**src/ctok_pkg.sv**
```systemverilog
// Package of the C token scanner: token kinds, character codes and the result item type.
`default_nettype none
package ctok_pkg;

	localparam int DEF_POSITION_BITS = 16;
	localparam int SLOTS = 3;

	// Token kinds as reported on the result channel.
	localparam logic [4:0] KIND_INVALID  = 5'd0;
	localparam logic [4:0] KIND_NEWLINE  = 5'd1;
	localparam logic [4:0] KIND_END      = 5'd2;
	localparam logic [4:0] KIND_IDENT    = 5'd3;
	localparam logic [4:0] KIND_NUMBER   = 5'd4;
	localparam logic [4:0] KIND_PLUS     = 5'd5;
	localparam logic [4:0] KIND_INC      = 5'd6;
	localparam logic [4:0] KIND_PLUS_EQ  = 5'd7;
	localparam logic [4:0] KIND_MINUS    = 5'd8;
	localparam logic [4:0] KIND_DEC      = 5'd9;
	localparam logic [4:0] KIND_ARROW    = 5'd10;
	localparam logic [4:0] KIND_MINUS_EQ = 5'd11;
	localparam logic [4:0] KIND_LPAREN   = 5'd12;
	localparam logic [4:0] KIND_RPAREN   = 5'd13;
	localparam logic [4:0] KIND_LBRACE   = 5'd14;
	localparam logic [4:0] KIND_RBRACE   = 5'd15;
	localparam logic [4:0] KIND_SEMI     = 5'd16;
	localparam logic [4:0] KIND_ASSIGN   = 5'd17;

	// Kind of the token still open at the end of the last byte.
	localparam logic [2:0] PEND_NONE   = 3'd0;
	localparam logic [2:0] PEND_IDENT  = 3'd1;
	localparam logic [2:0] PEND_NUMBER = 3'd2;
	localparam logic [2:0] PEND_PLUS   = 3'd3;
	localparam logic [2:0] PEND_MINUS  = 3'd4;

	localparam logic [7:0] CH_NUL    = 8'h00;
	localparam logic [7:0] CH_NL     = 8'h0A;
	localparam logic [7:0] CH_SPACE  = 8'h20;
	localparam logic [7:0] CH_DOLLAR = 8'h24;
	localparam logic [7:0] CH_LPAREN = 8'h28;
	localparam logic [7:0] CH_RPAREN = 8'h29;
	localparam logic [7:0] CH_PLUS   = 8'h2B;
	localparam logic [7:0] CH_MINUS  = 8'h2D;
	localparam logic [7:0] CH_SEMI   = 8'h3B;
	localparam logic [7:0] CH_EQ     = 8'h3D;
	localparam logic [7:0] CH_GT     = 8'h3E;
	localparam logic [7:0] CH_BSLASH = 8'h5C;
	localparam logic [7:0] CH_UNDER  = 8'h5F;
	localparam logic [7:0] CH_LBRACE = 8'h7B;
	localparam logic [7:0] CH_RBRACE = 8'h7D;

	typedef struct packed {
		logic [4:0]  token_kind;
		logic [15:0] start_row;
		logic [15:0] start_column;
		logic [7:0]  leading_spaces;
		logic [7:0]  token_length;
		logic        last;
	} res_t;

	// Results caused by one byte, in order, and how many of them are valid.
	typedef struct packed {
		res_t [SLOTS-1:0] slot;
		logic [1:0]       count;
	} step_out_t;

endpackage
`default_nettype wire

```
**src/ctok_char_if.sv**
```systemverilog
// Valid/ready channel that carries one source byte per item.
`default_nettype none
interface ctok_char_if;
	logic       valid;
	logic       ready;
	logic [7:0] char_code;

	modport source (output valid, output char_code, input ready);
	modport sink (input valid, input char_code, output ready);
endinterface
`default_nettype wire

```
**src/ctok_token_if.sv**
```systemverilog
// Valid/ready channel that carries one token report per item.
`default_nettype none
interface ctok_token_if;
	logic        valid;
	logic        ready;
	logic [4:0]  token_kind;
	logic [15:0] start_row;
	logic [15:0] start_column;
	logic [7:0]  leading_spaces;
	logic [7:0]  token_length;
	logic        last;

	modport source (output valid, output token_kind, output start_row, output start_column,
		output leading_spaces, output token_length, output last, input ready);
	modport sink (input valid, input token_kind, input start_row, input start_column,
		input leading_spaces, input token_length, input last, output ready);
endinterface
`default_nettype wire

```
**src/ctok_scan.sv**
```systemverilog
// Scanner state and the single-byte step that classifies a byte and forms its token reports.
`default_nettype none
module ctok_scan #(
	parameter int POSITION_BITS = ctok_pkg::DEF_POSITION_BITS
) (
	input  wire logic                clk,
	input  wire logic                arst_n,
	input  wire logic                en,
	input  wire logic [7:0]          char_code,
	output ctok_pkg::step_out_t      result
);

	localparam int P = POSITION_BITS;
	localparam logic [P-1:0] POS_ONE = {{(P-1){1'b0}}, 1'b1};
	localparam logic [P-1:0] POS_MAX = {P{1'b1}};

	typedef struct packed {
		logic [2:0]   pend;
		logic [P-1:0] row;
		logic [P-1:0] col;
		logic [P-1:0] trow;
		logic [P-1:0] tcol;
		logic [7:0]   spc;
		logic [7:0]   len;
	} st_t;

	localparam st_t ST_RESET = '{pend: ctok_pkg::PEND_NONE, row: POS_ONE, col: POS_ONE,
		trow: POS_ONE, tcol: POS_ONE, spc: 8'd0, len: 8'd0};

	function automatic logic [P-1:0] pinc(input logic [P-1:0] v);
		pinc = (v == POS_MAX) ? v : v + POS_ONE;
	endfunction

	function automatic logic [7:0] sinc(input logic [7:0] v);
		sinc = (v == 8'hFF) ? v : v + 8'd1;
	endfunction

	function automatic logic is_alpha(input logic [7:0] c);
		is_alpha = (c >= 8'h61 && c <= 8'h7A) || (c >= 8'h41 && c <= 8'h5A);
	endfunction

	function automatic logic is_digit(input logic [7:0] c);
		is_digit = (c >= 8'h30 && c <= 8'h39);
	endfunction

	function automatic ctok_pkg::res_t mk(input st_t s, input logic [4:0] k,
		input logic [7:0] l);
		mk = '{token_kind: k, start_row: 16'(s.trow), start_column: 16'(s.tcol),
			leading_spaces: s.spc, token_length: l, last: 1'b0};
	endfunction

	// One character through the scanner: extends the open token if it can, else closes it
	// and then starts, skips or reports on the character itself.
	task automatic take_char(input st_t s, input logic [7:0] c, output st_t ns,
		output ctok_pkg::res_t r0, output ctok_pkg::res_t r1, output logic [1:0] cnt);
		logic           done;
		logic           ext;
		logic [4:0]     k;
		logic           new_emit;
		logic [4:0]     new_kind;
		logic [7:0]     new_len;
		ctok_pkg::res_t e;
		ns = s;
		r0 = '0;
		r1 = '0;
		cnt = 2'd0;
		done = 1'b0;
		ext = 1'b0;
		k = ctok_pkg::KIND_INVALID;
		new_emit = 1'b0;
		new_kind = ctok_pkg::KIND_INVALID;
		new_len = 8'd0;
		e = '0;

		if (s.pend == ctok_pkg::PEND_IDENT || s.pend == ctok_pkg::PEND_NUMBER) begin
			ext = is_alpha(c) || is_digit(c) || (s.pend == ctok_pkg::PEND_IDENT &&
				(c == ctok_pkg::CH_UNDER || c == ctok_pkg::CH_DOLLAR));
			if (ext) begin
				ns.len = sinc(ns.len);
				ns.col = pinc(ns.col);
				done = 1'b1;
			end else begin
				r0 = mk(ns, (s.pend == ctok_pkg::PEND_IDENT) ? ctok_pkg::KIND_IDENT :
					ctok_pkg::KIND_NUMBER, ns.len);
				cnt = 2'd1;
				ns.spc = 8'd0;
				ns.pend = ctok_pkg::PEND_NONE;
			end
		end else if (s.pend == ctok_pkg::PEND_PLUS || s.pend == ctok_pkg::PEND_MINUS) begin
			if (s.pend == ctok_pkg::PEND_PLUS) begin
				k = (c == ctok_pkg::CH_PLUS) ? ctok_pkg::KIND_INC :
					(c == ctok_pkg::CH_EQ) ? ctok_pkg::KIND_PLUS_EQ : ctok_pkg::KIND_INVALID;
			end else begin
				k = (c == ctok_pkg::CH_MINUS) ? ctok_pkg::KIND_DEC :
					(c == ctok_pkg::CH_GT) ? ctok_pkg::KIND_ARROW :
					(c == ctok_pkg::CH_EQ) ? ctok_pkg::KIND_MINUS_EQ : ctok_pkg::KIND_INVALID;
			end
			if (k != ctok_pkg::KIND_INVALID) begin
				r0 = mk(ns, k, 8'd2);
				cnt = 2'd1;
				ns.spc = 8'd0;
				ns.pend = ctok_pkg::PEND_NONE;
				ns.col = pinc(ns.col);
				done = 1'b1;
			end else begin
				r0 = mk(ns, (s.pend == ctok_pkg::PEND_PLUS) ? ctok_pkg::KIND_PLUS :
					ctok_pkg::KIND_MINUS, 8'd1);
				cnt = 2'd1;
				ns.spc = 8'd0;
				ns.pend = ctok_pkg::PEND_NONE;
			end
		end else begin
			ns.pend = ctok_pkg::PEND_NONE;
		end

		if (!done) begin
			if (c == ctok_pkg::CH_SPACE) begin
				ns.spc = sinc(ns.spc);
				ns.col = pinc(ns.col);
			end else begin
				ns.trow = ns.row;
				ns.tcol = ns.col;
				if (c == ctok_pkg::CH_NL) begin
					new_emit = 1'b1;
					new_kind = ctok_pkg::KIND_NEWLINE;
					ns.row = pinc(ns.row);
					ns.col = POS_ONE;
				end else if (c == ctok_pkg::CH_NUL) begin
					new_emit = 1'b1;
					new_kind = ctok_pkg::KIND_END;
				end else begin
					ns.len = 8'd1;
					new_len = 8'd1;
					if (c == ctok_pkg::CH_PLUS) begin
						ns.pend = ctok_pkg::PEND_PLUS;
					end else if (c == ctok_pkg::CH_MINUS) begin
						ns.pend = ctok_pkg::PEND_MINUS;
					end else if (is_alpha(c) || c == ctok_pkg::CH_UNDER ||
						c == ctok_pkg::CH_DOLLAR) begin
						ns.pend = ctok_pkg::PEND_IDENT;
					end else if (is_digit(c)) begin
						ns.pend = ctok_pkg::PEND_NUMBER;
					end else begin
						new_emit = 1'b1;
						unique case (c)
							ctok_pkg::CH_LPAREN: new_kind = ctok_pkg::KIND_LPAREN;
							ctok_pkg::CH_RPAREN: new_kind = ctok_pkg::KIND_RPAREN;
							ctok_pkg::CH_LBRACE: new_kind = ctok_pkg::KIND_LBRACE;
							ctok_pkg::CH_RBRACE: new_kind = ctok_pkg::KIND_RBRACE;
							ctok_pkg::CH_SEMI:   new_kind = ctok_pkg::KIND_SEMI;
							ctok_pkg::CH_EQ:     new_kind = ctok_pkg::KIND_ASSIGN;
							default:             new_kind = ctok_pkg::KIND_INVALID;
						endcase
					end
					ns.col = pinc(ns.col);
				end
				if (new_emit) begin
					e = mk(ns, new_kind, new_len);
					if (cnt == 2'd0) begin
						r0 = e;
					end else begin
						r1 = e;
					end
					cnt = cnt + 2'd1;
					ns.spc = 8'd0;
				end
				if (c == ctok_pkg::CH_NUL) begin
					ns = ST_RESET;
				end
			end
		end
	endtask

	st_t              st_q;
	logic             bs_held_q;
	st_t              st_bs;
	st_t              st_mid;
	st_t              st_ch;
	st_t              st_next;
	ctok_pkg::res_t   a0, a1, b0, b1;
	logic [1:0]       n1, n2, n1_eff, n2_eff, total;
	logic             splice;
	logic             use_bs;
	logic             bs_next;
	ctok_pkg::res_t [ctok_pkg::SLOTS-1:0] slots;

	always_comb begin
		// A held backslash is either a splice (dropped with the newline) or a lone
		// backslash that is scanned as an ordinary character ahead of this byte.
		splice = bs_held_q && (char_code == ctok_pkg::CH_NL);
		use_bs = bs_held_q && !splice;
		take_char(st_q, ctok_pkg::CH_BSLASH, st_bs, a0, a1, n1);
		st_mid = use_bs ? st_bs : st_q;
		n1_eff = use_bs ? n1 : 2'd0;
		take_char(st_mid, char_code, st_ch, b0, b1, n2);
		bs_next = !splice && (char_code == ctok_pkg::CH_BSLASH);
		n2_eff = (splice || bs_next) ? 2'd0 : n2;

		if (splice) begin
			st_next = st_q;
			st_next.row = pinc(st_q.row);
			st_next.col = POS_ONE;
		end else if (bs_next) begin
			st_next = st_mid;
		end else begin
			st_next = st_ch;
		end

		unique case (n1_eff)
			2'd0: slots = {ctok_pkg::res_t'('0), b1, b0};
			2'd1: slots = {b1, b0, a0};
			2'd2: slots = {b0, a1, a0};
			default: slots = {b0, a1, a0};
		endcase
		total = n1_eff + n2_eff;
		if (total != 2'd0) begin
			slots[total - 2'd1].last = 1'b1;
		end
		result.slot = slots;
		result.count = total;
	end

	always_ff @(posedge clk or negedge arst_n) begin
		if (!arst_n) begin
			st_q <= ST_RESET;
			bs_held_q <= 1'b0;
		end else if (en) begin
			st_q <= st_next;
			bs_held_q <= bs_next;
		end
	end

endmodule
`default_nettype wire

```
**src/c_token_scanner_top.sv**
```systemverilog
// Top level of the C token scanner: input register, per-byte result buffer and output register.
`default_nettype none
// The scanner takes source text one byte per item on the chars channel and reports each
// token on the tokens channel once the token has ended, with its kind, start row and
// column, the spaces before it and its length. A byte is registered on acceptance and
// scanned from the input register once the buffer can take its reports; its reports
// (none, one, two or three) are loaded into a three-entry buffer that drains one report
// per cycle into the output register while that register is free or being taken. A byte
// that causes at most one report lets ordinary text stream at one byte per cycle while
// the tokens channel does not stall; a byte that causes more reports holds the input
// because the buffer must have emptied before the next byte can load it. Row and column
// counters are POSITION_BITS wide internally and reported in their low 16 bits.
module c_token_scanner_top #(
	parameter int POSITION_BITS = ctok_pkg::DEF_POSITION_BITS
) (
	input  wire logic      clk,
	input  wire logic      arst_n,
	ctok_char_if.sink      chars,
	ctok_token_if.source   tokens
);

	// Input register.
	logic       valid_s1;
	logic [7:0] char_s1;

	// Reports of the last scanned byte, read out in order from the head.
	ctok_pkg::res_t buf_q [ctok_pkg::SLOTS];
	logic [1:0]     buf_cnt_q;
	logic [1:0]     buf_head_q;

	// Output register.
	logic           ov_q;
	ctok_pkg::res_t oitem_q;

	ctok_pkg::step_out_t step;
	logic move;
	logic buf_drain;
	logic adv;

	// A report moves out when the output register is free or is being taken.
	assign move = (buf_cnt_q != 2'd0) && (!ov_q || tokens.ready);
	// The buffer can take a new byte's reports when it is empty by the end of this cycle.
	assign buf_drain = (buf_cnt_q == 2'd0) || ((buf_cnt_q == 2'd1) && move);
	assign adv = valid_s1 && buf_drain;
	assign chars.ready = !valid_s1 || adv;

	ctok_scan #(
		.POSITION_BITS(POSITION_BITS)
	) u_scan (
		.clk       (clk),
		.arst_n    (arst_n),
		.en        (adv),
		.char_code (char_s1),
		.result    (step)
	);

	always_ff @(posedge clk or negedge arst_n) begin
		if (!arst_n) begin
			valid_s1 <= 1'b0;
		end else if (chars.ready) begin
			valid_s1 <= chars.valid;
		end
	end

	always_ff @(posedge clk) begin
		if (chars.valid && chars.ready) begin
			char_s1 <= chars.char_code;
		end
	end

	always_ff @(posedge clk or negedge arst_n) begin
		if (!arst_n) begin
			buf_cnt_q <= 2'd0;
			buf_head_q <= 2'd0;
		end else if (adv) begin
			buf_cnt_q <= step.count;
			buf_head_q <= 2'd0;
		end else if (move) begin
			buf_cnt_q <= buf_cnt_q - 2'd1;
			buf_head_q <= (buf_head_q == 2'(ctok_pkg::SLOTS - 1)) ? 2'd0 :
				buf_head_q + 2'd1;
		end
	end

	always_ff @(posedge clk) begin
		if (adv) begin
			for (int i = 0; i < ctok_pkg::SLOTS; i++) begin
				buf_q[i] <= step.slot[i];
			end
		end
	end

	always_ff @(posedge clk or negedge arst_n) begin
		if (!arst_n) begin
			ov_q <= 1'b0;
		end else if (move) begin
			ov_q <= 1'b1;
		end else if (tokens.ready) begin
			ov_q <= 1'b0;
		end
	end

	always_ff @(posedge clk) begin
		if (move) begin
			oitem_q <= buf_q[buf_head_q];
		end
	end

	assign tokens.valid          = ov_q;
	assign tokens.token_kind     = oitem_q.token_kind;
	assign tokens.start_row      = oitem_q.start_row;
	assign tokens.start_column   = oitem_q.start_column;
	assign tokens.leading_spaces = oitem_q.leading_spaces;
	assign tokens.token_length   = oitem_q.token_length;
	assign tokens.last           = oitem_q.last;

	// A new byte never overwrites reports that have not yet moved out.
	a_no_overwrite: assert property (@(posedge clk) disable iff (!arst_n)
		(adv && buf_cnt_q != 2'd0) |-> (move && buf_cnt_q == 2'd1))
		else $error("result buffer overwritten before it drained");

	// The head never runs past the reports that were loaded.
	a_head_in_range: assert property (@(posedge clk) disable iff (!arst_n)
		({1'b0, buf_head_q} + {1'b0, buf_cnt_q}) <= 3'(ctok_pkg::SLOTS))
		else $error("result buffer head out of range");

	// The final report of every byte carries the last flag.
	a_last_marked: assert property (@(posedge clk) disable iff (!arst_n)
		(adv && step.count != 2'd0) |-> step.slot[step.count - 2'd1].last)
		else $error("final report of a byte lacks the last flag");

	// When a byte causes three reports, only the final one carries the last flag.
	a_last_only_final: assert property (@(posedge clk) disable iff (!arst_n)
		(adv && step.count == 2'd3) |-> (!step.slot[0].last && !step.slot[1].last))
		else $error("last flag set on an earlier report");

endmodule
`default_nettype wire
```
**src/flat_wrapper.sv**
```systemverilog
// flat-port wrapper written by rule: the top's interface ports become plain ports
module c_token_scanner_top_flat 
#(
	parameter int POSITION_BITS = ctok_pkg::DEF_POSITION_BITS
)
  (clk, arst_n, chars_valid, chars_char_code, chars_ready, tokens_valid, tokens_token_kind, tokens_start_row, tokens_start_column, tokens_leading_spaces, tokens_token_length, tokens_last, tokens_ready);
  ctok_char_if chars_i ();
  ctok_token_if tokens_i ();
  input  wire logic clk;
  input  wire logic arst_n;
  input wire logic [$bits(chars_i.valid)-1:0] chars_valid;
  input wire logic [$bits(chars_i.char_code)-1:0] chars_char_code;
  output wire logic [$bits(chars_i.ready)-1:0] chars_ready;
  output wire logic [$bits(tokens_i.valid)-1:0] tokens_valid;
  output wire logic [$bits(tokens_i.token_kind)-1:0] tokens_token_kind;
  output wire logic [$bits(tokens_i.start_row)-1:0] tokens_start_row;
  output wire logic [$bits(tokens_i.start_column)-1:0] tokens_start_column;
  output wire logic [$bits(tokens_i.leading_spaces)-1:0] tokens_leading_spaces;
  output wire logic [$bits(tokens_i.token_length)-1:0] tokens_token_length;
  output wire logic [$bits(tokens_i.last)-1:0] tokens_last;
  input wire logic [$bits(tokens_i.ready)-1:0] tokens_ready;
  assign chars_i.valid = chars_valid;
  assign chars_i.char_code = chars_char_code;
  assign chars_ready = chars_i.ready;
  assign tokens_valid = tokens_i.valid;
  assign tokens_token_kind = tokens_i.token_kind;
  assign tokens_start_row = tokens_i.start_row;
  assign tokens_start_column = tokens_i.start_column;
  assign tokens_leading_spaces = tokens_i.leading_spaces;
  assign tokens_token_length = tokens_i.token_length;
  assign tokens_last = tokens_i.last;
  assign tokens_i.ready = tokens_ready;
  c_token_scanner_top #(.POSITION_BITS(POSITION_BITS)) u_core (.clk(clk), .arst_n(arst_n), .chars(chars_i), .tokens(tokens_i));
endmodule
```
**config.mk**
```make
export PLATFORM = sky130hd
export DESIGN_NAME = c_token_scanner_top_flat
export DESIGN_NICKNAME = d
export VERILOG_FILES = /design/src/ctok_pkg.sv /design/src/ctok_char_if.sv /design/src/ctok_token_if.sv /design/src/ctok_scan.sv /design/src/c_token_scanner_top.sv /design/src/flat_wrapper.sv
export SDC_FILE = /design/constraint.sdc
export NUM_CORES = 1
export LEC_CHECK = 0
export BUFFER_PORTS_ARGS = -buffer_cell sky130_fd_sc_hd__clkbuf_2
export CAP_MARGIN = 30
export CORE_UTILIZATION = 40
export CTS_CLUSTER_DIAMETER = 60
export CTS_CLUSTER_SIZE = 24
export DETAILED_ROUTE_END_ITERATION = 10
export GPL_TIMING_DRIVEN = 0
export HOLD_SLACK_MARGIN = 0.15
export PLACE_DENSITY = 0.63
export SLEW_MARGIN = 20
export SYNTH_ARGS = -nofsm -noshare
export SYNTH_HDL_FRONTEND = slang
export SYNTH_SLANG_ARGS = --single-unit
```
**constraint.sdc**
```tcl
create_clock -name clk -period 9.6 [get_ports clk]
set_clock_uncertainty 0.2 [all_clocks]
set_input_delay 0.96 -clock clk [delete_from_list [all_inputs] [get_ports clk]]
set_output_delay 0.96 -clock clk [all_outputs]
set_load 0.01 [all_outputs]
```
======== Word level (Yosys, flattened, before mapping) ========
Memory sizes are Yosys's and may differ from the RTL's. A register that Yosys moved wholly into a read port is not among the register bits.
Cells that the tools add are included.
word-level totals
  ROM bits ................................ 0
  bits in writable memories ............... 162
  register bits ........................... 98
  memories kept ........................... 1
  output and inout bits ................... 56
  bits in latches ......................... 0
cells by class
  $lt $le $gt $ge ......................... 8
  div/mod/pow operators ................... 0
  mux-type cells .......................... 131
  eq/ne operators ......................... 34
  multiply operators ...................... 0
  $add $sub $neg .......................... 14
  reduce and logical (&&, ||, !) cells .... 42
  bitwise operators ....................... 1
  shift operators ......................... 0
memory list
  memory        words  bits a word  rd ports  clocked after Yosys merged registers in  write ports  line                       source
  u_core.buf_q  3      54           1         1                                        3            c_token_scanner_top.sv:27  ctok_pkg::res_t buf_q [ctok_pkg::SLOTS];
operators with widths
  cell                                           count
  two-way mux 54 bit                             17
  two-way mux 83 bit                             4
  one-hot mux 162 bit (2 select lines)           1
  two-way mux 16 bit                             16
  bitwise mux 162 bit                            1
  two-way mux 162 bit                            1
  two-way mux 49 bit                             3
  two-way mux 8 bit                              14
  demux 54 bit (select 2 bit)                    1
  adder 16 x 1 -> 16 bit, second input constant  6
  == test 16 bit, second input constant          6
  two-way mux 80 bit                             1
  == test 8 x 6 -> 1 bit, second input constant  9
  two-way mux 64 bit                             1
  two-way mux 52 bit                             1
  two-way mux 5 bit                              10
  two-way mux 3 bit                              11
  == test 8 x 7 -> 1 bit, second input constant  4
  two-way mux 32 bit                             1
  one-hot mux 5 bit (6 select lines)             1
  two-way mux 1 bit                              27
  two-way mux 2 bit                              13
  two-way mux 4 bit                              6
  two-way mux 19 bit                             1
  other kinds (27)                               74

======== Logic depth before layout (Yosys ltp) ========
Gate-level depths: netlist of run 1.
  word-level depth ........................ 33
  depth in mapped cells ................... 26
  mapped depth without buffers ............ 21

======== Cells and area by module ========
Synthesis of run 1 repeated with hierarchy kept, for this count alone.
second synthesis, totals
  cell total of the unflattened synthesis .. 1,579
  area total of the unflattened synthesis .. 16,558.4 µm²
by module, submodules not included
  module               seq. area each (µm²)  area each (µm²)  instances  cells each
  ctok_scan            2,107.0               8,335.5          1          1,143
  c_token_scanner_top  6,876.6               8,222.9          1          436

======== Least setup slack after synthesis of run 1 ========
Ideal clock, no wire load.
  kind .................................... input to register
  start ................................... in tokens_ready
  end ..................................... reg u_core.buf_cnt_q[0]
  path slack .............................. 2.419 ns
  data required time ...................... 9.029 ns
  arrival ................................. 6.609 ns
  cell stages on the path ................. 7
  cells stage by stage .................... nand2b_1 a21oi_1 nand2b_1 clkbuf_1 inv_1 clkbuf_1 o21ai_0
between the ends
  word-level cells in the longest chain between the ends .. 6
  elaborated cells between the ends (all ways) .. 7
ends and longest elaborated chain
  what                                                            line                       source
  start: declaration                                              flat_wrapper.sv:21         input wire logic [$bits(tokens_i.ready)-1:0] tokens_ready;
  logical OR 1 bit *                                              c_token_scanner_top.sv:41  assign move = (buf_cnt_q != 2'd0) && (!ov_q || tokens.ready);
  logical AND 1 bit *                                             c_token_scanner_top.sv:41
  logical AND 1 bit *                                             c_token_scanner_top.sv:43  assign buf_drain = (buf_cnt_q == 2'd0) || ((buf_cnt_q == 2'd1) && move);
  logical OR 1 bit *                                              c_token_scanner_top.sv:43
  logical AND 1 bit *                                             c_token_scanner_top.sv:44  assign adv = valid_s1 && buf_drain;
  via u_core.adv                                                  c_token_scanner_top.sv:38  logic adv;
  two-way mux 2 bit / nonzero test 2 bit (equally long branches)  -
  end signal: assignment                                          c_token_scanner_top.sv:76  buf_cnt_q <= step.count;
  end signal: assignment                                          c_token_scanner_top.sv:79  buf_cnt_q <= buf_cnt_q - 2'd1;
  end: declaration                                                c_token_scanner_top.sv:28  logic [1:0] buf_cnt_q;
The timed path passes the listed nets; every way through them passes the cells marked *.
A chain may end at the register's enable or synchronous reset.

======== Final worst setup path of run 1 ========
  start ................................... reg u_core.u_scan.st_q[48] in the netlist's numbering
  end ..................................... reg u_core.u_scan.st_q[62] in the netlist's numbering
between the ends
  word-level cells in the longest chain between the ends .. 22
  elaborated cells between the ends (all ways) .. 27
ends and longest elaborated chain
  what                                                             line              source
  start: declaration                                               ctok_scan.sv:174  st_t st_q;
  start signal: assignment                                         ctok_scan.sv:228  st_q <= st_next;
  adder 16 x 1 -> 16 bit / == test 16 bit (equally long branches)  ctok_scan.sv:31   pinc = (v == POS_MAX) ? v : v + POS_ONE;
  two-way mux 16 bit                                               ctok_scan.sv:31
  two-way mux 16 bit                                               ctok_scan.sv:98   if (k != ctok_pkg::KIND_INVALID) begin
  two-way mux 16 bit                                               ctok_scan.sv:89   end else if (s.pend == ctok_pkg::PEND_PLUS || s.pend == ctok_pkg::PEND_MINUS) begin
  two-way mux 16 bit                                               ctok_scan.sv:75   if (s.pend == ctok_pkg::PEND_IDENT || s.pend == ctok_pkg::PEND_NUMBER) begin
  adder 16 x 1 -> 16 bit / == test 16 bit (equally long branches)  ctok_scan.sv:31
  two-way mux 16 bit                                               ctok_scan.sv:31
  two-way mux 64 bit                                               ctok_scan.sv:116  if (!done) begin
  [... 6 more ...]                                                 -
  adder 16 x 1 -> 16 bit / == test 16 bit (equally long branches)  ctok_scan.sv:31
  two-way mux 16 bit                                               ctok_scan.sv:31
  two-way mux 16 bit                                               ctok_scan.sv:123  if (c == ctok_pkg::CH_NL) begin
  two-way mux 83 bit                                               ctok_scan.sv:167  if (c == ctok_pkg::CH_NUL) begin
  two-way mux 16 bit                                               ctok_scan.sv:117  if (c == ctok_pkg::CH_SPACE) begin
  two-way mux 83 bit                                               ctok_scan.sv:116
  two-way mux 83 bit *                                             ctok_scan.sv:203  end else if (bs_next) begin
  two-way mux 80 bit *                                             ctok_scan.sv:199  if (splice) begin
Mark *: on every way between the ends. The rest lies on a longest branch, timed or not.

==> impl_results.rst, run 1 <==
.. list-table::
   :header-rows: 1

   * - Metric
     - Value
   * - Outcome
     - finished clean
   * - Clock network fraction of design power
     - 0.206
   * - Max-Slew Margin vs Limit
     - 0.3416
   * - Psw
     - 0.002327 W
   * - Total setup violations reported at the end of the flow
     - 0
   * - Flip-flop cell with the highest count after synthesis
     - sky130_fd_sc_hd__edfxtp_1
   * - Internal power
     - roughly 0.0034 W
   * - Share of cell area taken by muxes after synthesis
     - 0.05571
   * - Vias in the first global route
     - 12452
   * - Count of unique library cells instantiated by Yosys
     - 87
   * - Main combinational cell family by area after synthesis
     - simple AND/OR/NAND/NOR gates
   * - Worst Setup End Kind
     - flop
   * - Number of clock buffers inserted by TritonCTS
     - 26
   * - Final net count
     - between 1500 and 2000
   * - Vias after detailed routing
     - around 13000
   * - Maximum number of pins on one net before global-route repair
     - 54
   * - Hold Fails Final Rpt
     - 0
   * - Proportion of register bits with asynchronous set or reset after synthesis
     - 0.2866
   * - Length of the first detailed-routing pass in iterations
     - 5
   * - Count of mapped cells out of synthesis
     - 1612
   * - Area fraction in and, or, nand and nor cells after synthesis
     - 0.1810
   * - Post-Route Setup TNS
     - 0 ns
   * - Post-synth EDFFs
     - ~220
   * - Routability-driven placement congestion ratio
     - about 0.97
   * - Cell row count
     - 74
   * - Area delta synth->final
     - 13.67%
   * - Number of antenna violations at the first check in global routing
     - 0
   * - Share of the synthesized area in the top cell type
     - 0.4080
   * - Data arrival time at the worst-slack endpoint
     - a little under 8 ns
   * - Seq/Total Area, Yosys
     - 0.5449
   * - Post-route ant nets
     - 0
   * - Starting DRC count in detailed routing
     - 1207
   * - Maximum fanout along the worst path
     - 10
   * - Peak ir drop on the vdd network
     - between 150 and 200 uV
   * - Transition time at the pin with the least slew margin
     - 0.9800 ns
   * - Hold Crit Class
     - flop to flop
   * - Unrepaired setup endpoints after global routing
     - no
   * - Largest cells by area after synthesis
     - sky130_fd_sc_hd__edfxtp_1 (41%), sky130_fd_sc_hd__dfrtp_1 (13%), sky130_fd_sc_hd__nand2_1 (5.3%), sky130_fd_sc_hd__o21ai_0 (4.9%), sky130_fd_sc_hd__mux2i_1 (4.3%)
   * - Clock Tree Buf Depth
     - 3
   * - Worst-path clk slew
     - roughly 0.08 ns
   * - Parity-gate share of the synthesized area counting xor and xnor cells
     - 0.01700
   * - Number of maximum-capacitance violations
     - 0
   * - CP startpoint kind
     - flop
   * - Number of storage elements in the synthesis netlist
     - 314
   * - Seq pwr share
     - 0.405
   * - Switching share of power
     - 0.4046
   * - Full die area
     - around 42000 um^2
   * - Die boundary width
     - ~200 um
   * - Clock period minus worst slack
     - roughly 7.4 ns
   * - Fin crit share
     - 0.7755
   * - Library cell occupying the most area in the post-synthesis netlist
     - sky130_fd_sc_hd__edfxtp_1
   * - Fillers
     - 3838
   * - Synth Area in Compound Gates
     - 0.1589
   * - Number of pins with negative max-slew slack in the final report
     - 0
   * - Non-filler cells, final
     - 2297
   * - Kind of critical path
     - flop to flop
   * - Overflow after GRT
     - 0
   * - Cell Pwr Density
     - 306.9 nW/um^2
   * - Via-to-Cell Ratio
     - around 5.7
   * - # clock sinks
     - about 310
   * - # port buffers
     - 67
   * - Summed instance area of the synthesized netlist
     - 16490 um^2
   * - Antenna diode count
     - 0
   * - Root buffer selected by CTS
     - sky130_fd_sc_hd__clkbuf_16
   * - Adder and majority cell fraction of the synthesized area
     - 0.007590
   * - Initial Util
     - 0.4047
   * - Global-route wire length before repair
     - about 74000 um
   * - Combinational cell fraction of total power
     - 0.389
   * - Max H-tree Level
     - 1
   * - Post-route DRC
     - 0
   * - DIE HEIGHT
     - between 200 and 250 um
   * - P_leak
     - ~6.8 nW
   * - Core footprint
     - ~41000 um^2
   * - Synthesized area per cell
     - just over 10 um^2
   * - Highest achievable clock rate
     - approximately 0.13 GHz
   * - Global-route usage over all layers
     - 0.2286
   * - Required arrival time at the worst endpoint
     - between 9 and 10 ns
   * - Dominant cell by count in the synthesized netlist
     - sky130_fd_sc_hd__nand2_1
   * - Clock latency reported for the late side of the worst-skew pair
     - ~0.57 ns
   * - Fraction of final layout cells sized beyond drive strength 1
     - 0.1099
   * - Avg WL per Cell
     - about 21 um
   * - Worst hold-check slack
     - 0.2831 ns
   * - Cells after DPL
     - 2247
   * - Count of yosys warnings during synthesis
     - 0
   * - Most used standard cells in the synthesized netlist
     - sky130_fd_sc_hd__nand2_1 (233), sky130_fd_sc_hd__edfxtp_1 (224), sky130_fd_sc_hd__o21ai_0 (163)
   * - Total wirelength of the detailed-routed design
     - approximately 48000 um
   * - CTS tree
     - built
   * - Top-Level Pins
     - between 60 and 70
   * - Total half-perimeter wirelength after legalization and detailed placement
     - around 36000 um
[worst paths after layout]
path	startpoint	slack (ns)	end	depth (start not counted)
min reg2reg	u_core.u_scan.st_q[32]	0.28	u_core.u_scan.st_q[32]	2
max reg2reg	u_core.u_scan.st_q[48]	2.16	u_core.u_scan.st_q[62]	25
min	u_core.u_scan.st_q[32]	0.28	u_core.u_scan.st_q[32]	2
max	u_core.u_scan.st_q[48]	2.16	u_core.u_scan.st_q[62]	25
min in group asynchronous	arst_n	0.72	u_core.u_scan.st_q[30]	2
max in group asynchronous	arst_n	7.83	u_core.u_scan.st_bs[64]	3
[layout by cell type, fill, tap and decap left out, types with 20 or more instances in the layout]
cell type	n
sky130_fd_sc_hd__a21oi_1	89
sky130_fd_sc_hd__a22oi_1	22
sky130_fd_sc_hd__edfxtp_1	224
sky130_fd_sc_hd__clkbuf_1	84
sky130_fd_sc_hd__clkbuf_2	66
sky130_fd_sc_hd__nor3_1	31
sky130_fd_sc_hd__a22o_1	20
sky130_fd_sc_hd__mux2i_1	70
sky130_fd_sc_hd__o21ai_0	163
sky130_fd_sc_hd__dfrtp_1	86
sky130_fd_sc_hd__conb_1	30
sky130_fd_sc_hd__xnor2_1	23
sky130_fd_sc_hd__and2_1	53
sky130_fd_sc_hd__nand4_1	20
sky130_fd_sc_hd__nor2_1	105
sky130_fd_sc_hd__nand2_1	233
sky130_fd_sc_hd__nand3_1	46
sky130_fd_sc_hd__clkbuf_16	27
[stage by stage]
step	area, um^2	utilization	worst slack [ns]	total power [W]
3_3_place_gp	17600	0.4319	-0.4194	0.004602
5_1_grt	18740	0.4600	1.727	0.006082
4_1_cts	18730	0.4598	2.257	0.005769
6_report	18740	0.4600	2.156	0.005752
2_1_floorplan	16590	-	2.419	0.003779
3_5_place_dp	17750	0.4358	2.290	0.004584
[kinds of logic (layout without fill, tap and decap cells)]
family | after synthesis | count (layout)
compound gates | 424 | 424
xor+xnor | 32 | 32
fa+ha+maj | 10 | 10
buf+inv | 134 | 258
flops | 314 | 314
mux | 89 | 89
other cells | 1 | 30
simple gates | 608 | 608
[area by class of cell]
type	count	area (um^2)	share of cell area
well taps	532	665.6	0.03552
clock buffers	28	689.4	0.03679
multi-input cells	1193	7041	0.3757
repair buffers	76	508.0	0.02711
inverters	20	75.07	0.004006
plain buffers	114	499.2	0.02664
flip-flops and latches	314	8984	0.4794
clock inverters	20	277.8	0.01482
[power groups by stage]
stage	clock, W	sequential, W	combinational (W)
2_1_floorplan	0	0.00247	0.00131
3_3_place_gp	0	0.00247	0.00213
3_5_place_dp	0	0.00236	0.00222
4_1_cts	0.00121	0.00233	0.00223
5_1_grt	0.00125	0.00238	0.00244
6_report	0.00118	0.00233	0.00224
[layer usage]
layer	up-vias	wire length, um	track usage
met3	67	2676	0.02148
met5	-	0	0
met2	488	21010	0.3533
met4	0	1364	0.06852
li1	6188	-	-
met1	6322	22730	0.3384
[worst max-delay path: stages (launching register included)]
cell and delay, ns:
sky130_fd_sc_hd__dfstp_2 0.58, sky130_fd_sc_hd__ha_1 0.15, sky130_fd_sc_hd__buf_2 0.21, sky130_fd_sc_hd__nand4_1 0.23
sky130_fd_sc_hd__or4_4 0.53, sky130_fd_sc_hd__buf_6 0.15, sky130_fd_sc_hd__nand2_1 0.26, sky130_fd_sc_hd__nand2_1 0.10
sky130_fd_sc_hd__nand2_1 0.14, sky130_fd_sc_hd__ha_1 0.34, sky130_fd_sc_hd__and3_1 0.21, sky130_fd_sc_hd__o31ai_1 0.08
sky130_fd_sc_hd__a222oi_1 0.69, sky130_fd_sc_hd__and3_1 0.25, sky130_fd_sc_hd__buf_4 0.16, sky130_fd_sc_hd__a31oi_4 0.18
sky130_fd_sc_hd__xnor2_1 0.63, sky130_fd_sc_hd__ha_1 0.29, sky130_fd_sc_hd__a21boi_0 0.41, sky130_fd_sc_hd__nand3_1 0.19
sky130_fd_sc_hd__or4_4 0.46, sky130_fd_sc_hd__buf_6 0.15, sky130_fd_sc_hd__and2_4 0.15, sky130_fd_sc_hd__buf_6 0.13
sky130_fd_sc_hd__a221oi_1 0.34, sky130_fd_sc_hd__a211o_1 0.15
[repair_timing]
item,CTS,global route
hold endpoints to repair,19,0
resized for setup,0,0
hold buffers,1,0
setup buffers,0,0
[sequential cells by signal, summed over array words and instances, names as in the netlist]
name,flops
u_core.buf_q,162
u_core.u_scan.st_q,67
u_core.tokens.start_column,16
u_core.tokens.start_row,16
u_core.u_scan.st_bs,16
u_core.char_s1,8
u_core.tokens.leading_spaces,8
u_core.tokens.token_length,8
u_core.tokens.token_kind,5
u_core.buf_cnt_q,2
u_core.buf_head_q,2
u_core.tokens.last,1
u_core.tokens.valid,1
u_core.u_scan.bs_held_q,1
u_core.valid_s1,1
No activity file was read; power rests on OpenSTA's default activity.
==> run 2, diff against run 1 <==
--- a/config.mk
+++ b/config.mk
@@ -13,7 +13,7 @@
 export DETAILED_ROUTE_END_ITERATION = 10
 export GPL_TIMING_DRIVEN = 0
 export HOLD_SLACK_MARGIN = 0.15
-export PLACE_DENSITY = 0.63
+export PLACE_DENSITY = 0.65
 export SLEW_MARGIN = 20
 export SYNTH_ARGS = -nofsm -noshare
 export SYNTH_HDL_FRONTEND = slang
==> constraint.sdc (replaced) <==
create_clock -name clk -period 6.7 [get_ports clk]
set_clock_uncertainty 0.2 [all_clocks]
set_input_delay 0.67 -clock clk [delete_from_list [all_inputs] [get_ports clk]]
set_output_delay 0.67 -clock clk [all_outputs]
set_load 0.01 [all_outputs]
==> impl_results.rst, run 2 (same netlist as run 1, synthesis figures left out) <==
.. list-table::
   :header-rows: 1

   * - Metric
     - Value
   * - Leading cell type in the layout, fill and taps excluded
     - sky130_fd_sc_hd__nand2_1 (unchanged)
   * - Overflow after GRT
     - 0 (unchanged)
   * - Cell row count
     - 74 (unchanged)
   * - Worst Setup End Kind
     - flop (unchanged)
   * - Number of flip-flops in the largest register
     - 162 (unchanged)
   * - # port buffers
     - 67 (unchanged)
   * - Leading cell types in the layout, fill and taps excluded
     - sky130_fd_sc_hd__nand2_1 (232), sky130_fd_sc_hd__edfxtp_1 (224), sky130_fd_sc_hd__o21ai_0 (163) (was sky130_fd_sc_hd__nand2_1 (233), sky130_fd_sc_hd__edfxtp_1 (224), sky130_fd_sc_hd__o21ai_0 (163))
   * - Via-to-Cell Ratio
     - 5.737 (was 5.688)
   * - Number of pins with negative max-slew slack in the final report
     - 0 (unchanged)
   * - Core footprint
     - 40740 um^2 (unchanged)
   * - Routability-driven placement congestion ratio
     - 0.9777 (was 0.9741)
   * - Top-Level Pins
     - 68 (unchanged)
   * - Highest achievable clock rate
     - 0.1556 GHz (was 0.1343 GHz)
   * - Number of clock buffers inserted by TritonCTS
     - 25 (was 26)
   * - Total wirelength of the detailed-routed design
     - 48140 um (was 47780 um)
   * - Number of cells on the critical path
     - 27 (was 25)
   * - Post-route ant nets
     - 0 (unchanged)
   * - Total setup violations reported at the end of the flow
     - 0 (unchanged)
   * - Transition time at the pin with the least slew margin
     - 1.029 ns (was 0.9800 ns)
   * - Vias in the first global route
     - 12430 (was 12452)
   * - Outcome
     - finished clean (unchanged)
   * - Total half-perimeter wirelength after legalization and detailed placement
     - 35330 um (was 35850 um)
   * - Non-filler cells, final
     - 2302 (was 2297)
   * - Full die area
     - 42030 um^2 (unchanged)
   * - Length of the first detailed-routing pass in iterations
     - 6 (was 5)
   * - Number of stages on the worst hold path
     - 3 (was 2)
   * - Fraction of final layout cells sized beyond drive strength 1
     - 0.1107 (was 0.1099)
   * - Clock latency reported for the late side of the worst-skew pair
     - 0.57 ns (about the same)
   * - Number of antenna violations at the first check in global routing
     - 0 (unchanged)
   * - Clock period minus worst slack
     - 6.427 ns (was 7.444 ns)
   * - DIE HEIGHT
     - 205.0 um (unchanged)
   * - Vias after detailed routing
     - 13206 (was 13065)
   * - Kind of critical path
     - flop to flop (unchanged)
   * - Critical Path Most Common Cell
     - sky130_fd_sc_hd__buf_6
   * - Antenna diode count
     - 0 (unchanged)
   * - Avg WL per Cell
     - 20.91 um (was 20.80 um)
   * - Slowest library cell on the worst path
     - sky130_fd_sc_hd__dfstp_2 (was sky130_fd_sc_hd__a222oi_1)
   * - Cell Pwr Density
     - 436.8 nW/um^2 (was 306.9 nW/um^2)
   * - Number of cell instances on the worst register-to-register path
     - 27 (was 25)
   * - Max H-tree Level
     - 1 (unchanged)
   * - Hold Crit Class
     - input port to flop (was flop to flop)
   * - Psw
     - 0.003346 W (was 0.002327 W)
   * - Final net count
     - 1773 (was 1767)
   * - Root buffer selected by CTS
     - sky130_fd_sc_hd__clkbuf_16 (unchanged)
   * - Initial Util
     - 0.4047 (unchanged)
   * - Hold Fails Final Rpt
     - 0 (unchanged)
   * - Global-route usage over all layers
     - 0.2281 (was 0.2286)
   * - Required arrival time at the worst endpoint
     - 7.00 ns (was 9.88 ns)
   * - Number of buffers and inverters on the critical path
     - 7 (was 5)
   * - Largest delay contributor family on the critical path
     - simple AND/OR/NAND/NOR gates (unchanged)
   * - Fin crit share
     - 0.9592 (was 0.7755)
   * - Peak ir drop on the vdd network
     - 216.8 uV (was 168.2 uV)
   * - Maximum fanout along the worst path
     - 10 (unchanged)
   * - Maximum single-stage delay on the critical path
     - 0.57 ns (was 0.69 ns)
   * - Area delta synth->final
     - 13.99% (was 13.67%)
   * - Cells after DPL
     - 2243 (was 2247)
   * - Starting DRC count in detailed routing
     - 1214 (was 1207)
   * - CP startpoint kind
     - flop (unchanged)
   * - Clock network fraction of design power
     - 0.205 (was 0.206)
   * - Internal power
     - 0.004863 W (was 0.003425 W)
   * - Combinational cell fraction of total power
     - 0.388 (was 0.389)
   * - Biggest register
     - u_core.buf_q (unchanged)
   * - Die boundary width
     - 205.0 um (unchanged)
   * - CTS tree
     - built (unchanged)
   * - Clock Tree Buf Depth
     - 3 (unchanged)
   * - Data arrival time at the worst-slack endpoint
     - 6.73 ns (was 7.73 ns)
   * - Maximum number of pins on one net before global-route repair
     - 63 (was 54)
   * - Worst-path clk slew
     - 0.09 ns (was 0.08 ns)
   * - Post-route DRC
     - 0 (unchanged)
   * - P_leak
     - 6.789 nW (was 6.772 nW)
   * - Number of maximum-capacitance violations
     - 0 (unchanged)
   * - Unrepaired setup endpoints after global routing
     - no (unchanged)
   * - # clock sinks
     - 314 (unchanged)
   * - Max-Slew Margin vs Limit
     - 0.3087 (was 0.3416)
   * - Biggest regs
     - u_core.buf_q (162), u_core.u_scan.st_q (67) (unchanged)
   * - Switching share of power
     - 0.4076 (was 0.4046)
   * - Seq pwr share
     - 0.407 (was 0.405)
   * - Global-route wire length before repair
     - 73860 um (was 73680 um)
   * - Worst hold-check slack
     - 0.2348 ns (was 0.2831 ns)
[run 2: cell count changes in the layout (fill, tap and decap cells not counted), sizes merged]
cell and delta:
clkinv +2, bufinv +1, clkinvlp -1, dlygate4sd3 +9, clkbuf -2, inv -2, buf -2
[run 2: per-stage QoR]
stage	total power [W]	worst slack [ns]	utilization	cell area [um^2]	setup TNS [ns]
5_1_grt	0.008661	0.02831	0.4613	18790	0
4_1_cts	0.008236	0.03510	0.4608	18770	0
3_5_place_dp	0.006542	-0.4717	0.4345	17700	-2.925
3_3_place_gp	0.006508	-0.4417	0.4319	17600	-2.619
6_report	0.008209	0.2731	0.4613	18790	0
2_1_floorplan	0.005352	0.9058	-	16600	0
[run 2: worst paths after layout]
check,startpoint,slack [ns],end
setup / recovery,u_core.u_scan.st_q[48],0.27,u_core.u_scan.st_q[62]
hold / removal,tokens_ready,0.23,u_core.tokens.valid
setup reg to reg,u_core.u_scan.st_q[48],0.27,u_core.u_scan.st_q[62]
hold reg to reg,u_core.u_scan.st_q[34],0.28,u_core.u_scan.st_q[34]
max in group asynchronous,arst_n,5.21,u_core.u_scan.st_bs[64]
min in group asynchronous,arst_n,0.43,u_core.u_scan.st_q[29]
[run 2: power groups by stage]
| stage | Combinational [W] | Clock [W] | Sequential (W) |
|---|---|---|---|
| floorplan | 0.00187 | 0 | 0.00348 |
| global placement | 0.00305 | 0 | 0.00345 |
| detailed placement | 0.00315 | 0 | 0.00339 |
| CTS | 0.00317 | 0.00172 | 0.00335 |
| global route | 0.00347 | 0.00178 | 0.00341 |
| finish | 0.00319 | 0.00168 | 0.00334 |
[run 2: timing repair]
item                       CTS  global route
pin swaps                    1             0
hold endpoints to repair    47             0
buffers inserted             2             0
gates resized for setup      2             5
hold buffers                10             0
setup endpoints to repair   15            12
[run 2: final cells by class]
cell class	count	area, um^2
Tap cell	532	665.6
Fill cell	3823	21950
Timing Repair Buffer	83	546.8
Clock inverter	20	315.3
Clock buffer	26	629.4
Inverter	20	77.57
Multi-Input combinational cell	1193	7068
Buffer	114	506.7
Sequential cell	314	8984
[run 2: worst reg2reg max path, stage by stage (launching register included)]
cell and delay, ns:
sky130_fd_sc_hd__dfstp_2 0.57, sky130_fd_sc_hd__ha_1 0.14, sky130_fd_sc_hd__buf_2 0.20, sky130_fd_sc_hd__nand4_1 0.23, sky130_fd_sc_hd__or4_4 0.53, sky130_fd_sc_hd__buf_6 0.16, sky130_fd_sc_hd__nand2_2 0.17, sky130_fd_sc_hd__nand2_1 0.08
sky130_fd_sc_hd__nand2_1 0.15, sky130_fd_sc_hd__ha_2 0.28, sky130_fd_sc_hd__and3_1 0.17, sky130_fd_sc_hd__o31ai_1 0.09, sky130_fd_sc_hd__a222oi_1 0.25, sky130_fd_sc_hd__buf_4 0.18, sky130_fd_sc_hd__and3_1 0.15, sky130_fd_sc_hd__buf_4 0.15
sky130_fd_sc_hd__a31oi_4 0.19, sky130_fd_sc_hd__mux2i_1 0.28, sky130_fd_sc_hd__inv_1 0.21, sky130_fd_sc_hd__ha_1 0.22, sky130_fd_sc_hd__a21boi_2 0.23, sky130_fd_sc_hd__nand3_1 0.13, sky130_fd_sc_hd__or4_4 0.45, sky130_fd_sc_hd__buf_6 0.15
sky130_fd_sc_hd__and2_4 0.16, sky130_fd_sc_hd__buf_6 0.13, sky130_fd_sc_hd__a221oi_1 0.37, sky130_fd_sc_hd__a211o_1 0.15
[run 2: routing by layer]
layer	up-vias	wire, um	track usage
met2	525	20860	0.3442
met5	-	0	0
met1	6412	22760	0.3366
met4	0	1440	0.07540
met3	76	3085	0.02927
li1	6193	-	-
==> run 3, diff against run 2 <==
--- a/config.mk
+++ b/config.mk
@@ -5,15 +5,15 @@
 export SDC_FILE = /design/constraint.sdc
 export NUM_CORES = 1
 export LEC_CHECK = 0
-export BUFFER_PORTS_ARGS = -buffer_cell sky130_fd_sc_hd__clkbuf_2
 export CAP_MARGIN = 30
 export CORE_UTILIZATION = 40
 export CTS_CLUSTER_DIAMETER = 60
 export CTS_CLUSTER_SIZE = 24
 export DETAILED_ROUTE_END_ITERATION = 10
+export DONT_BUFFER_PORTS = 1
 export GPL_TIMING_DRIVEN = 0
-export HOLD_SLACK_MARGIN = 0.15
-export PLACE_DENSITY = 0.65
+export HOLD_SLACK_MARGIN = 0.03
+export PLACE_DENSITY_LB_ADDON = 0.3
 export SLEW_MARGIN = 20
 export SYNTH_ARGS = -nofsm -noshare
 export SYNTH_HDL_FRONTEND = slang
==> impl_results.rst, run 3 (same netlist as run 1, synthesis figures left out) <==
.. list-table::
   :header-rows: 1

   * - Metric
     - Value
   * - Outcome
     - finished clean (unchanged)
   * - Length of the first detailed-routing pass in iterations
     - 5 (was 6)
   * - Met3 track demand over resource
     - 0.02498 (was 0.02927)
   * - Worst-path clk slew
     - 0.09 ns (about the same)
   * - Largest delay contributor family on the critical path
     - simple AND/OR/NAND/NOR gates (unchanged)
   * - Cell Pwr Density
     - 432.2 nW/um^2 (was 436.8 nW/um^2)
   * - Number of clock buffers inserted by TritonCTS
     - 25 (unchanged)
   * - Biggest regs
     - u_core.buf_q (162), u_core.u_scan.st_q (67) (unchanged)
   * - Vias after detailed routing
     - 12858 (was 13206)
   * - Hold Fails Final Rpt
     - 0 (unchanged)
   * - Transition time at the pin with the least slew margin
     - 0.9613 ns (was 1.029 ns)
   * - Via-to-Cell Ratio
     - 5.745 (was 5.737)
   * - Fin crit share
     - 0.9414 (was 0.9592)
   * - Kind of critical path
     - flop to flop (unchanged)
   * - Number of flip-flops in the largest register
     - 162 (unchanged)
   * - Maximum fanout along the worst path
     - 10 (unchanged)
   * - Overflow after GRT
     - 0 (unchanged)
   * - Root buffer selected by CTS
     - sky130_fd_sc_hd__clkbuf_16 (unchanged)
   * - Slowest library cell on the worst path
     - sky130_fd_sc_hd__dfstp_2 (unchanged)
   * - Final net count
     - 1709 (was 1773)
   * - Area delta synth->final
     - 11.73% (was 13.99%)
   * - Number of maximum-capacitance violations
     - 0 (unchanged)
   * - Vias in the first global route
     - 11933 (was 12430)
   * - CP startpoint kind
     - flop (unchanged)
   * - Unrepaired setup endpoints after global routing
     - no (unchanged)
   * - Clock latency reported for the late side of the worst-skew pair
     - 0.57 ns (about the same)
   * - Required arrival time at the worst endpoint
     - 7.00 ns (about the same)
   * - Most used routing layer
     - met2 (unchanged)
   * - P_leak
     - 6.493 nW (was 6.789 nW)
   * - Total half-perimeter wirelength after legalization and detailed placement
     - 34430 um (was 35330 um)
   * - Highest achievable clock rate
     - 0.1585 GHz (was 0.1556 GHz)
   * - Peak ir drop on the vdd network
     - 290.7 uV (was 216.8 uV)
   * - Share of the core filled with cells in the final layout
     - 0.4521 (was 0.4613)
   * - Leading cell types in the layout, fill and taps excluded
     - sky130_fd_sc_hd__nand2_1 (232), sky130_fd_sc_hd__edfxtp_1 (224), sky130_fd_sc_hd__o21ai_0 (163) (unchanged)
   * - Core footprint
     - 40740 um^2 (unchanged)
   * - Clock period minus worst slack
     - 6.308 ns (was 6.427 ns)
   * - # port buffers
     - 0 (was 67)
   * - Full die area
     - 42030 um^2 (unchanged)
   * - Biggest register
     - u_core.buf_q (unchanged)
   * - Routability-driven placement congestion ratio
     - 0.9922 (was 0.9777)
   * - Antenna diode count
     - 0 (unchanged)
   * - Worst Setup End Kind
     - flop (unchanged)
   * - Overall power
     - 0.007960 W (was 0.008209 W)
   * - Top-Level Pins
     - 68 (unchanged)
   * - CTS tree
     - built (unchanged)
   * - Cell row count
     - 74 (unchanged)
   * - Hold Crit Class
     - input port to flop (unchanged)
   * - GR Layer Usage met1
     - 0.3312 (was 0.3366)
   * - Data arrival time at the worst-slack endpoint
     - 6.61 ns (was 6.73 ns)
   * - Initial Util
     - 0.4047 (unchanged)
   * - Total wirelength of the detailed-routed design
     - 46900 um (was 48140 um)
   * - Fillers
     - 3839 (was 3823)
   * - Maximum number of pins on one net before global-route repair
     - 105 (was 63)
   * - Number of antenna violations at the first check in global routing
     - 0 (unchanged)
   * - Die boundary width
     - 205.0 um (unchanged)
   * - Fraction of final layout cells sized beyond drive strength 1
     - 0.07562 (was 0.1107)
   * - Post-route DRC
     - 0 (unchanged)
   * - Number of pins with negative max-slew slack in the final report
     - 0 (unchanged)
   * - DIE HEIGHT
     - 205.0 um (unchanged)
   * - Avg WL per Cell
     - 20.96 um (was 20.91 um)
   * - Number of buffers and inverters on the critical path
     - 7 (unchanged)
   * - Global-route wire length before repair
     - 71640 um (was 73860 um)
   * - Met2 capacity usage during global routing
     - 0.3324 (was 0.3442)
   * - Max-Slew Margin vs Limit
     - 0.3548 (was 0.3087)
   * - Maximum single-stage delay on the critical path
     - 0.57 ns (about the same)
   * - Starting DRC count in detailed routing
     - 1221 (was 1214)
   * - Total setup violations reported at the end of the flow
     - 0 (unchanged)
   * - Post-route ant nets
     - 0 (unchanged)
   * - # clock sinks
     - 314 (unchanged)
   * - Clock Tree Buf Depth
     - 3 (unchanged)
   * - Leading cell type in the layout, fill and taps excluded
     - sky130_fd_sc_hd__nand2_1 (unchanged)
   * - Max H-tree Level
     - 1 (unchanged)
   * - Global-route usage over all layers
     - 0.2213 (was 0.2281)
## run 3: cell count changes in the layout (fill, tap and decap cells not counted), sizes merged
| cell | before | now |
|---|---|---|
| buf | 35 | 38 |
| bufinv | 2 | 0 |
| clkbuf | 178 | 111 |
| clkinv | 6 | 7 |
| inv | 31 | 32 |
## run 3: metal layers
metal / up-vias / part of all wire
li1: 6073 / -
met1: 6209 / 0.47
met2: 503 / 0.44
met3: 73 / 0.064
met4: 0 / 0.029
met5: - / 0
## run 3: final cells by class
class | instances | area (um^2) | area share
buffer | 114 | 505.5 | 0.02744
clock buffer | 26 | 629.4 | 0.03417
clock inverter | 20 | 259.0 | 0.01406
inverter | 20 | 75.07 | 0.004076
multi-input combinational | 1193 | 7076 | 0.3841
sequential | 314 | 8984 | 0.4877
tap | 532 | 665.6 | 0.03614
timing repair buffer | 19 | 225.2 | 0.01223
## run 3: per-stage QoR
step | area, um^2 | TNS (ns) | setup slack, ns | hold WS, ns | instances
2_1_floorplan | 16600 | 0 | 0.9058 | 0.1744 | 1641
3_3_place_gp | 17260 | -2.855 | -0.3757 | 0.1811 | 2173
3_5_place_dp | 17340 | -3.269 | -0.4115 | 0.1811 | 2177
4_1_cts | 18380 | 0 | 0.1408 | 0.1287 | 2236
5_1_grt | 18420 | 0 | 0.003706 | 0.1312 | 2238
6_report | 18420 | 0 | 0.3923 | 0.1678 | 2238
## run 3: path summary, 6_finish.rpt
check	startpoint	to	slack [ns]	depth (start not counted)
max	u_core.u_scan.st_q[48]	u_core.u_scan.st_q[61]	0.39	27
min	tokens_ready	u_core.tokens.valid	0.17	2
max reg2reg	u_core.u_scan.st_q[48]	u_core.u_scan.st_q[61]	0.39	27
min reg2reg	u_core.u_scan.st_q[33]	u_core.u_scan.st_q[33]	0.28	2
max in group asynchronous	arst_n	u_core.u_scan.st_bs[64]	5.35	2
min in group asynchronous	arst_n	u_core.u_scan.st_q[9]	0.49	2
## run 3: timing repair
item,4_1_cts,5_1_grt
setup buffers,2,2
pin swaps,1,1
endpoints found under the hold margin,99,0
resized for setup,2,5
setup endpoints to repair,15,13
hold buffers,11,0
## run 3: power breakdown
| group | internal [W] | switching (W) | total [W] |
|---|---|---|---|
| clock | 0.000758 | 0.000824 | 0.00158 |
| sequential | 0.00312 | 0.000354 | 0.00347 |
| combinational | 0.000812 | 0.00210 | 0.00291 |
| total | 0.00469 | 0.00327 | 0.00796 |
